**src/rtl/four_lane_byte_hash_defines.svh**
```systemverilog
// assertion macros for the four lane byte hash
// used by modules that carry concurrent checks; expects clk and rst_n in scope
`ifndef FOUR_LANE_BYTE_HASH_DEFINES_SVH
`define FOUR_LANE_BYTE_HASH_DEFINES_SVH
`ifndef SYNTHESIS
`define FLBH_ASSERT(label, prop) \
    label: assert property (@(posedge clk) disable iff (!rst_n) (prop)) \
        else $error("flbh assertion failed");
`define FLBH_ASSERT_NEXT(label, ante, cons) \
    label: assert property (@(posedge clk) disable iff (!rst_n) (ante) |=> (cons)) \
        else $error("flbh assertion failed");
`else
`define FLBH_ASSERT(label, prop)
`define FLBH_ASSERT_NEXT(label, ante, cons)
`endif
`endif

```
**src/rtl/flbh_pkg.sv**
```systemverilog
// package for the four lane byte hash: constants, state type, command struct
// and the constant prime multiply; no dependencies
package flbh_pkg;

    localparam int unsigned LANES      = 4;
    localparam int unsigned LEN_W      = 7;
    localparam int unsigned IDX_W      = 6;
    localparam int unsigned FOLD_SHIFT = 17;

    localparam logic [LEN_W-1:0] LEN_RESET = 7'd32;
    localparam logic [63:0] SQUEEZE_MASK   = 64'ha5a5a5a5a5a5a5a5;

    localparam logic [63:0] LANE_INIT [LANES] = '{
        64'hcbf29ce484222325,
        64'hbb67ae8584caa73b,
        64'h3c6ef372fe94f82b,
        64'ha54ff53a5f1d36f1
    };

    localparam logic OP_ABSORB = 1'b0;
    localparam logic OP_FINISH = 1'b1;

    typedef enum logic {
        ST_IDLE,
        ST_SQUEEZE
    } state_t;

    typedef struct packed {
        logic             absorb;
        logic             restart;
        logic             emit;
        logic [IDX_W-1:0] idx;
        logic             last;
    } cmd_t;

    // multiply by 0x100000001b3 mod 2^64 as shifts and adds
    function automatic logic [63:0] mul_prime(input logic [63:0] x);
        return (x << 40) + (x << 8) + (x << 7) + (x << 5) + (x << 4) + (x << 1) + x;
    endfunction

endpackage

```
**src/rtl/flbh_ifs.sv**
```systemverilog
// channel interfaces for the four lane byte hash: input item, result item and
// configuration write; no dependencies
interface flbh_in_if;
    logic       valid;
    logic       ready;
    logic       operation;
    logic [7:0] data_byte;
    modport source (output valid, output operation, output data_byte, input ready);
    modport sink (input valid, input operation, input data_byte, output ready);
endinterface

interface flbh_out_if;
    logic       valid;
    logic       ready;
    logic [7:0] hash_byte;
    logic       last_byte;
    modport source (output valid, output hash_byte, output last_byte, input ready);
    modport sink (input valid, input hash_byte, input last_byte, output ready);
endinterface

interface flbh_cfg_if;
    logic       valid;
    logic       ready;
    logic [6:0] data;
    modport source (output valid, output data, input ready);
    modport sink (input valid, input data, output ready);
endinterface

```
**src/rtl/four_lane_byte_hash.sv**
```systemverilog
// four lane byte hash, top level: joins the controller and the datapath to
// the input, result and configuration channels
// depends on flbh_pkg, flbh_ifs, flbh_ctrl and flbh_datapath
//
// in_item carries operation and data_byte. an absorb item (operation 0) mixes
// one byte into the lanes; the next item may follow in the next cycle. a
// finish item (operation 1) emits output_length bytes on out_item (capped at
// MAX_OUTPUT_BYTES), one byte a cycle while the receiver takes them, last_byte
// set on the final one; the finish moves the controller to its squeeze state,
// which writes each byte into the result register, and in_item.ready stays low
// until the squeeze ends. the rate is set by the one byte result register.
// with an output length of zero a finish only restarts the lanes.
// after a finish the lanes return to their initial constants.
// a stalled receiver holds the result register and pauses the squeeze; the
// next item is taken while the final byte still waits.
// cfg writes output_length (reset 32); write only while the block is idle.
// reset (rst_n low, asynchronous) loads the initial lanes, clears the byte
// position and drops out_item.valid.
module four_lane_byte_hash
    import flbh_pkg::*;
#(
    parameter int unsigned MAX_OUTPUT_BYTES = 64
)
(
    input  logic  clk,
    input  logic  rst_n,
    flbh_in_if.sink    in_item,
    flbh_out_if.source out_item,
    flbh_cfg_if.sink   cfg
);

    cmd_t cmd;

    flbh_ctrl #(
        .MAX_OUTPUT_BYTES(MAX_OUTPUT_BYTES)
    ) u_ctrl (
        .clk          (clk),
        .rst_n        (rst_n),
        .in_valid     (in_item.valid),
        .in_operation (in_item.operation),
        .in_ready     (in_item.ready),
        .out_valid    (out_item.valid),
        .out_ready    (out_item.ready),
        .cfg_valid    (cfg.valid),
        .cfg_data     (cfg.data),
        .cfg_ready    (cfg.ready),
        .cmd          (cmd)
    );

    flbh_datapath u_datapath (
        .clk       (clk),
        .rst_n     (rst_n),
        .cmd       (cmd),
        .data_byte (in_item.data_byte),
        .hash_byte (out_item.hash_byte),
        .last_byte (out_item.last_byte)
    );

endmodule

```
**src/rtl/flbh_datapath.sv**
```systemverilog
// datapath of the four lane byte hash: lanes, byte position and result register
// depends on flbh_pkg
module flbh_datapath
    import flbh_pkg::*;
(
    input  logic       clk,
    input  logic       rst_n,
    input  cmd_t       cmd,
    input  logic [7:0] data_byte,
    output logic [7:0] hash_byte,
    output logic       last_byte
);

    logic [63:0] lanes_reg  [LANES];
    logic [63:0] lanes_next [LANES];
    logic [2:0]  pos_reg;
    logic [2:0]  pos_next;
    logic [7:0]  hash_byte_reg;
    logic        last_byte_reg;

    logic [1:0]  cur;
    logic [1:0]  nxt;
    logic [1:0]  ln;
    logic [63:0] mixed;
    logic [63:0] absorbed;
    logic [63:0] squeezed;
    logic [7:0]  emit_byte;

    assign cur       = pos_reg[1:0];
    assign nxt       = cur + 2'd1;
    assign ln        = cmd.idx[1:0];
    assign mixed     = lanes_reg[cur] ^ ({56'd0, data_byte} << {pos_reg, 3'b000});
    assign absorbed  = mul_prime(mixed);
    assign squeezed  = mul_prime(lanes_reg[ln] ^ SQUEEZE_MASK);
    assign emit_byte = lanes_reg[ln][{cmd.idx[2:0], 3'b000} +: 8];

    always_comb
    begin
        lanes_next = lanes_reg;
        pos_next   = pos_reg;
        if (cmd.restart)
        begin
            lanes_next = LANE_INIT;
            pos_next   = '0;
        end
        else if (cmd.absorb)
        begin
            lanes_next[cur] = absorbed;
            lanes_next[nxt] = lanes_reg[nxt] ^ (absorbed >> FOLD_SHIFT);
            pos_next        = pos_reg + 3'd1;
        end
        else if (cmd.emit && cmd.idx[2:0] == 3'd7)
        begin
            // every eighth byte stirs the lane it came from
            lanes_next[ln] = squeezed;
        end
    end

    always_ff @(posedge clk or negedge rst_n)
    begin
        if (!rst_n)
        begin
            lanes_reg <= LANE_INIT;
            pos_reg   <= '0;
        end
        else
        begin
            lanes_reg <= lanes_next;
            pos_reg   <= pos_next;
        end
    end

    always_ff @(posedge clk)
    begin
        if (cmd.emit)
        begin
            hash_byte_reg <= emit_byte;
            last_byte_reg <= cmd.last;
        end
    end

    assign hash_byte = hash_byte_reg;
    assign last_byte = last_byte_reg;

endmodule

```
**src/rtl/flbh_ctrl.sv**
```systemverilog
// controller of the four lane byte hash: state machine, byte counter,
// output length register and result valid; depends on flbh_pkg and the defines
`include "four_lane_byte_hash_defines.svh"
module flbh_ctrl
    import flbh_pkg::*;
#(
    parameter int unsigned MAX_OUTPUT_BYTES = 64
)
(
    input  logic             clk,
    input  logic             rst_n,
    input  logic             in_valid,
    input  logic             in_operation,
    output logic             in_ready,
    output logic             out_valid,
    input  logic             out_ready,
    input  logic             cfg_valid,
    input  logic [LEN_W-1:0] cfg_data,
    output logic             cfg_ready,
    output cmd_t             cmd
);

    localparam logic [LEN_W-1:0] LEN_CAP = LEN_W'(MAX_OUTPUT_BYTES);

    state_t           state_reg;
    state_t           state_next;
    logic [LEN_W-1:0] len_reg;
    logic [LEN_W-1:0] count_reg;
    logic [LEN_W-1:0] count_next;
    logic [IDX_W-1:0] idx_reg;
    logic [IDX_W-1:0] idx_next;
    logic             out_valid_reg;
    logic             out_valid_next;

    logic             in_accept;
    logic             finish;
    logic             slot_free;
    logic             last;
    logic [LEN_W-1:0] capped_len;

    assign in_accept  = in_valid && in_ready;
    assign finish     = in_accept && (in_operation == OP_FINISH);
    assign slot_free  = !out_valid_reg || out_ready;
    assign last       = ({1'b0, idx_reg} + LEN_W'(1)) == count_reg;
    assign capped_len = (len_reg > LEN_CAP) ? LEN_CAP : len_reg;
    assign cfg_ready  = 1'b1;
    assign out_valid  = out_valid_reg;

    // next state
    always_comb
    begin
        state_next = state_reg;
        case (state_reg)
            ST_IDLE:
            begin
                if (finish && capped_len != '0)
                    state_next = ST_SQUEEZE;
            end
            ST_SQUEEZE:
            begin
                if (slot_free && last)
                    state_next = ST_IDLE;
            end
            default: state_next = ST_IDLE;
        endcase
    end

    // outputs and commands
    always_comb
    begin
        in_ready    = 1'b0;
        cmd.absorb  = 1'b0;
        cmd.restart = 1'b0;
        cmd.emit    = 1'b0;
        cmd.idx     = idx_reg;
        cmd.last    = last;
        case (state_reg)
            ST_IDLE:
            begin
                in_ready    = 1'b1;
                cmd.absorb  = in_valid && (in_operation == OP_ABSORB);
                cmd.restart = in_valid && (in_operation == OP_FINISH) && capped_len == '0;
            end
            ST_SQUEEZE:
            begin
                cmd.emit    = slot_free;
                cmd.restart = slot_free && last;
            end
            default: in_ready = 1'b0;
        endcase
    end

    always_comb
    begin
        count_next     = count_reg;
        idx_next       = idx_reg;
        out_valid_next = out_valid_reg;
        if (finish)
        begin
            count_next = capped_len;
            idx_next   = '0;
        end
        else if (cmd.emit)
            idx_next = idx_reg + IDX_W'(1);
        if (cmd.emit)
            out_valid_next = 1'b1;
        else if (out_ready)
            out_valid_next = 1'b0;
    end

    always_ff @(posedge clk or negedge rst_n)
    begin
        if (!rst_n)
        begin
            state_reg     <= ST_IDLE;
            len_reg       <= LEN_RESET;
            count_reg     <= '0;
            idx_reg       <= '0;
            out_valid_reg <= 1'b0;
        end
        else
        begin
            state_reg     <= state_next;
            count_reg     <= count_next;
            idx_reg       <= idx_next;
            out_valid_reg <= out_valid_next;
            if (cfg_valid && cfg_ready)
                len_reg <= cfg_data;
        end
    end

    `FLBH_ASSERT(a_no_take_in_squeeze, (state_reg == ST_SQUEEZE) |-> !in_ready)
    `FLBH_ASSERT(a_emit_slot_free, cmd.emit |-> (!out_valid_reg || out_ready))
    `FLBH_ASSERT(a_idx_in_range, (state_reg == ST_SQUEEZE) |-> ({1'b0, idx_reg} < count_reg))
    `FLBH_ASSERT_NEXT(a_last_ends_run, cmd.emit && cmd.last, state_reg == ST_IDLE && out_valid_reg)

endmodule

```
**src/flat_wrapper.sv**
```systemverilog
// flat-port wrapper written by rule: the top's interface ports become plain ports
module four_lane_byte_hash_flat import flbh_pkg::*;
#(
    parameter int unsigned MAX_OUTPUT_BYTES = 64
)
  (clk, rst_n, in_item_valid, in_item_operation, in_item_data_byte, in_item_ready, out_item_valid, out_item_hash_byte, out_item_last_byte, out_item_ready, cfg_valid, cfg_data, cfg_ready);
  flbh_in_if in_item_i ();
  flbh_out_if out_item_i ();
  flbh_cfg_if cfg_i ();
  input  logic clk;
  input  logic rst_n;
  input wire logic [$bits(in_item_i.valid)-1:0] in_item_valid;
  input wire logic [$bits(in_item_i.operation)-1:0] in_item_operation;
  input wire logic [$bits(in_item_i.data_byte)-1:0] in_item_data_byte;
  output wire logic [$bits(in_item_i.ready)-1:0] in_item_ready;
  output wire logic [$bits(out_item_i.valid)-1:0] out_item_valid;
  output wire logic [$bits(out_item_i.hash_byte)-1:0] out_item_hash_byte;
  output wire logic [$bits(out_item_i.last_byte)-1:0] out_item_last_byte;
  input wire logic [$bits(out_item_i.ready)-1:0] out_item_ready;
  input wire logic [$bits(cfg_i.valid)-1:0] cfg_valid;
  input wire logic [$bits(cfg_i.data)-1:0] cfg_data;
  output wire logic [$bits(cfg_i.ready)-1:0] cfg_ready;
  assign in_item_i.valid = in_item_valid;
  assign in_item_i.operation = in_item_operation;
  assign in_item_i.data_byte = in_item_data_byte;
  assign in_item_ready = in_item_i.ready;
  assign out_item_valid = out_item_i.valid;
  assign out_item_hash_byte = out_item_i.hash_byte;
  assign out_item_last_byte = out_item_i.last_byte;
  assign out_item_i.ready = out_item_ready;
  assign cfg_i.valid = cfg_valid;
  assign cfg_i.data = cfg_data;
  assign cfg_ready = cfg_i.ready;
  four_lane_byte_hash #(.MAX_OUTPUT_BYTES(MAX_OUTPUT_BYTES)) u_core (.clk(clk), .rst_n(rst_n), .in_item(in_item_i), .out_item(out_item_i), .cfg(cfg_i));
endmodule
```
**config.mk**
```make
export PLATFORM = sky130hd
export DESIGN_NAME = four_lane_byte_hash_flat
export DESIGN_NICKNAME = d
export VERILOG_FILES = /design/src/rtl/flbh_pkg.sv /design/src/rtl/flbh_ifs.sv /design/src/rtl/four_lane_byte_hash.sv /design/src/rtl/flbh_datapath.sv /design/src/rtl/flbh_ctrl.sv /design/src/flat_wrapper.sv
export VERILOG_INCLUDE_DIRS = /design/src /design/src/rtl
export SDC_FILE = /design/constraint.sdc
export NUM_CORES = 2
export LEC_CHECK = 0
export BUFFER_PORTS_ARGS = -buffer_cell sky130_fd_sc_hd__buf_2
export CORE_ASPECT_RATIO = 0.5
export CORE_UTILIZATION = 50
export CTS_BUF_LIST = sky130_fd_sc_hd__clkbuf_4
export DETAILED_ROUTE_END_ITERATION = 8
export MAX_ROUTING_LAYER = met4
export PLACE_DENSITY = 0.65
export REMOVE_ABC_BUFFERS = 1
export SYNTH_ARGS = -nofsm -noshare
export SYNTH_HDL_FRONTEND = slang
export SYNTH_SLANG_ARGS = --single-unit
```
**constraint.sdc**
```tcl
create_clock -name clk -period 22.5 [get_ports clk]
set_clock_uncertainty 0.1 [all_clocks]
set_input_delay 3.375 -clock clk [delete_from_list [all_inputs] [get_ports clk]]
set_output_delay 3.375 -clock clk [all_outputs]
set_load 0.02 [all_outputs]
```
==> summary.txt <==
Outcome
  • Status: complete, but fails checks
  • Failing checks: DRC, capacitance limit, slew limit

Floorplanning
  • Die X: 413 um
  • I/O pins: 33
  • Core area: 0.0826 sq mm
  • Row count: 74
  • DIE AREA: 0.0857 sq mm
  • Initial Utilization: 51.1%
  • Die Y: 207 um

STA
  • Slew Limit Fails: 17
  • Final min period: 11.00 ns
  • # setup viols final: 0
  • Worst Tran Pin Value: 1.59 ns
  • Hold Violations, Final: 0
  • TNS Setup: 0 ns
  • Period Utilization, post-route: 48.9%
  • Slew headroom: -6.54%
  • RSZ-0062 raised after global routing: no
  • Fmax: 0.0909 GHz

Final layout
  • Area Overhead vs Synth: 5.67%
  • Finished Cell Area: 0.0446 sq mm
  • Most common cell after layout, fill and taps aside: inv_1
  • Most frequent cells in the layout: inv_1 (478), fa_1 (427), nand2_1 (336), a21oi_1 (322), nor2_1 (261)
  • Number of flip-flops in the largest register: 256
  • Layout cell share with drive strength beyond 1: 15.5%
  • Nets: 5008

Routing
  • Avg WL per Cell: 32.7 um
  • Total Wirelength: 179 mm
  • First-pass detailed-route iteration total: 9
  • Post-route ant nets: 0
  • Via/cell ratio: 7.01
  • DR WL met2: 69.0 mm
  • Initial DRC count: 6180
  • Top Layer Used: met4
  • DR vias: 38368
  • Met1 WL: 66.9 mm
  • Met3 Routed Length: 33.4 mm
  • DRC: 5

Worst setup path
  • Crit path required time: 23.20 ns
  • Worst path max stage delay: 1.05 ns
  • RR Endpoint: u_core.u_datapath.lanes_reg[91]
  • Top Family by Delay on Critical Path: XOR/XNOR gates
  • Reg2Reg Setup Slack: 12.09 ns
  • Cells on worst reg2reg path: 21
  • CP Class: in -> reg
  • WP buf/inv: 3
  • Critical path, cell by cell: buf_2 -> nand2_1 -> xor2_1 -> clkinv_1 -> ha_1 -> xnor2_1 -> fa_1 -> fa_1 -> ha_1 -> ha_1 -> a211oi_1 -> o21ai_1 -> a221oi_1 -> nand2_1 -> a21oi_1 -> o41ai_1 -> xnor2_1 -> xnor2_1 -> inv_1 -> a221oi_1 -> nor3_1
  • Crit path DAT: 11.70 ns
  • Crit path max fanout: 8
  • Startpoint Class: input pin
  • Slowest CP cell: xnor2_1
  • R2r startpoint: u_core.u_datapath.pos_reg[1]
  • Endpoint type of the worst setup path: flip-flop

Logic synthesis
  • Sequential fraction of the synthesis area: 17.7%
  • FF+latch count, synth: 290
  • Yosys Warn Count: 0
  • Syn_area_per_cell: 9.66 sq um
  • Number of synthesized flops with an enable pin: 9
  • Post-Syn Area: 0.0422 sq mm
  • Main synth FF type: dfrtp_1
  • Post-Synthesis Cells: 4370
  • Unique masters post-synth: 92
  • Synth async-reset ratio: 96.9%

Clock network
  • CTS tree: yes
  • CTS root buf: clkbuf_4
  • Total CTS buffers: 80
  • H-tree levels: 3
  • Post_cts resized: 0
  • Buffer count from post-CTS setup fixing: 0
  • Worst-path clk slew: 0.07 ns
  • Worst-skew pair later-pin latency: 0.92 ns
  • CTS hold repair buffers: 0
  • TritonCTS Sinks: 290
  • CTS Buffer Depth: 3

Global route
  • Largest net degree at the start of global routing: 146
  • Tot GR Track Use: 42.9%
  • First-pass GRT wire length: 259 mm
  • GRT overflow: 0
  • Initial antenna violation count: 4
  • Vias in the first global route: 37254

Worst hold path
  • HP Start: u_core.u_datapath.lanes_reg[0]
  • Hold EP: u_core.u_datapath.lanes_reg[0]
  • Hold Path Class: reg -> reg
  • Hold-critical path depth: 2

Placed design
  • DPL Wire Length: 131 mm
  • Placed cell area: 0.0435 sq mm
  • Routability congestion estimate: 1.06
  • Buffers added on ports: 31

Job
  • Max cap viols: 4
[cell families after synthesis]
family	share of synthesized area [%]
AND/OR/NAND/NOR	8.85
AO/OA/AOI/OAI	18.3
multiplexers	11.8
flip-flops	17.7
buffers and inverters	6.83
other	0.00888
adder cells (fa/ha/maj)	28.6
XOR/XNOR	7.85
[synth_stat cells, drive strengths merged (18+ instances only)]
cell | n | area (sq um)
a211oi | 61 | 478
nor2 | 269 | 1010
and3 | 22 | 138
o21a | 34 | 255
clkbuf | 194 | 729
ha | 262 | 3280
dfstp | 140 | 3680
xnor2 | 252 | 2240
fa | 427 | 8550
xor2 | 120 | 1050
a221oi | 117 | 1020
nand4 | 33 | 206
a31oi | 19 | 119
nand3 | 42 | 210
o21ai | 170 | 851
a22oi | 51 | 383
o21bai | 24 | 180
mux4 | 207 | 4660
nor3 | 69 | 350
nand2b | 29 | 181
buf | 72 | 329
a21o | 91 | 683
o22ai | 61 | 382
nand2 | 339 | 1270
dfrtp | 141 | 3530
a21oi | 325 | 1630
o31ai | 45 | 357
mux2 | 18 | 203
inv | 483 | 1810
maj3 | 26 | 260
[tightest hold or removal path: cells and delay by family, from the launching register on]
family	cells	cell delay, ns
AOI/OAI and AO/OA	1	0.06
DFF	1	0.38
and+or+nand+nor	1	0.05
[worst max-delay path by stage]
stage,startpoint,endpoint,slack (ns),depth (start not counted)
global placement,in_item_data_byte[4],u_core.u_datapath.lanes_reg[91],11.02,21
CTS,in_item_data_byte[4],u_core.u_datapath.lanes_reg[91],11.87,21
floorplan,u_core.u_datapath.pos_reg[0],u_core.u_datapath.lanes_reg[101],10.72,20
detailed placement,in_item_data_byte[4],u_core.u_datapath.lanes_reg[91],10.99,21
finish,in_item_data_byte[4],u_core.u_datapath.lanes_reg[91],11.50,21
global route,in_item_data_byte[4],u_core.u_datapath.lanes_reg[91],11.51,21
[metrics by stage]
step	util, %	hold slack (ns)	setup slack (ns)	cells
final	54.0	0.390	11.50	5473
after global routing	54.0	0.415	11.51	5471
after CTS	54.0	0.387	11.87	5467
after detailed placement	52.7	0.379	10.99	5318
after global placement	52.7	0.372	11.02	5318
after floorplan	-	0.361	10.72	4104
[layout make-up]
type	count	area (sq um)
antenna	6	15.0
tap	1102	1380
clock inverter	27	170
sequential	290	7490
fill	7498	38000
timing repair buffer	112	798
clock buffer	122	916
inverter	486	1820
multi-input combinational	3328	32000
[routing by layer]
layer	up-vias	global-route usage, %
met1	19063	54.6
met4	0	16.0
met2	3058	55.2
li1	15502	-
met3	745	25.1
met5	-	-
Power is not shown: default switching activity piles up to over one toggle a cycle in this logic, so the estimate is an artifact.
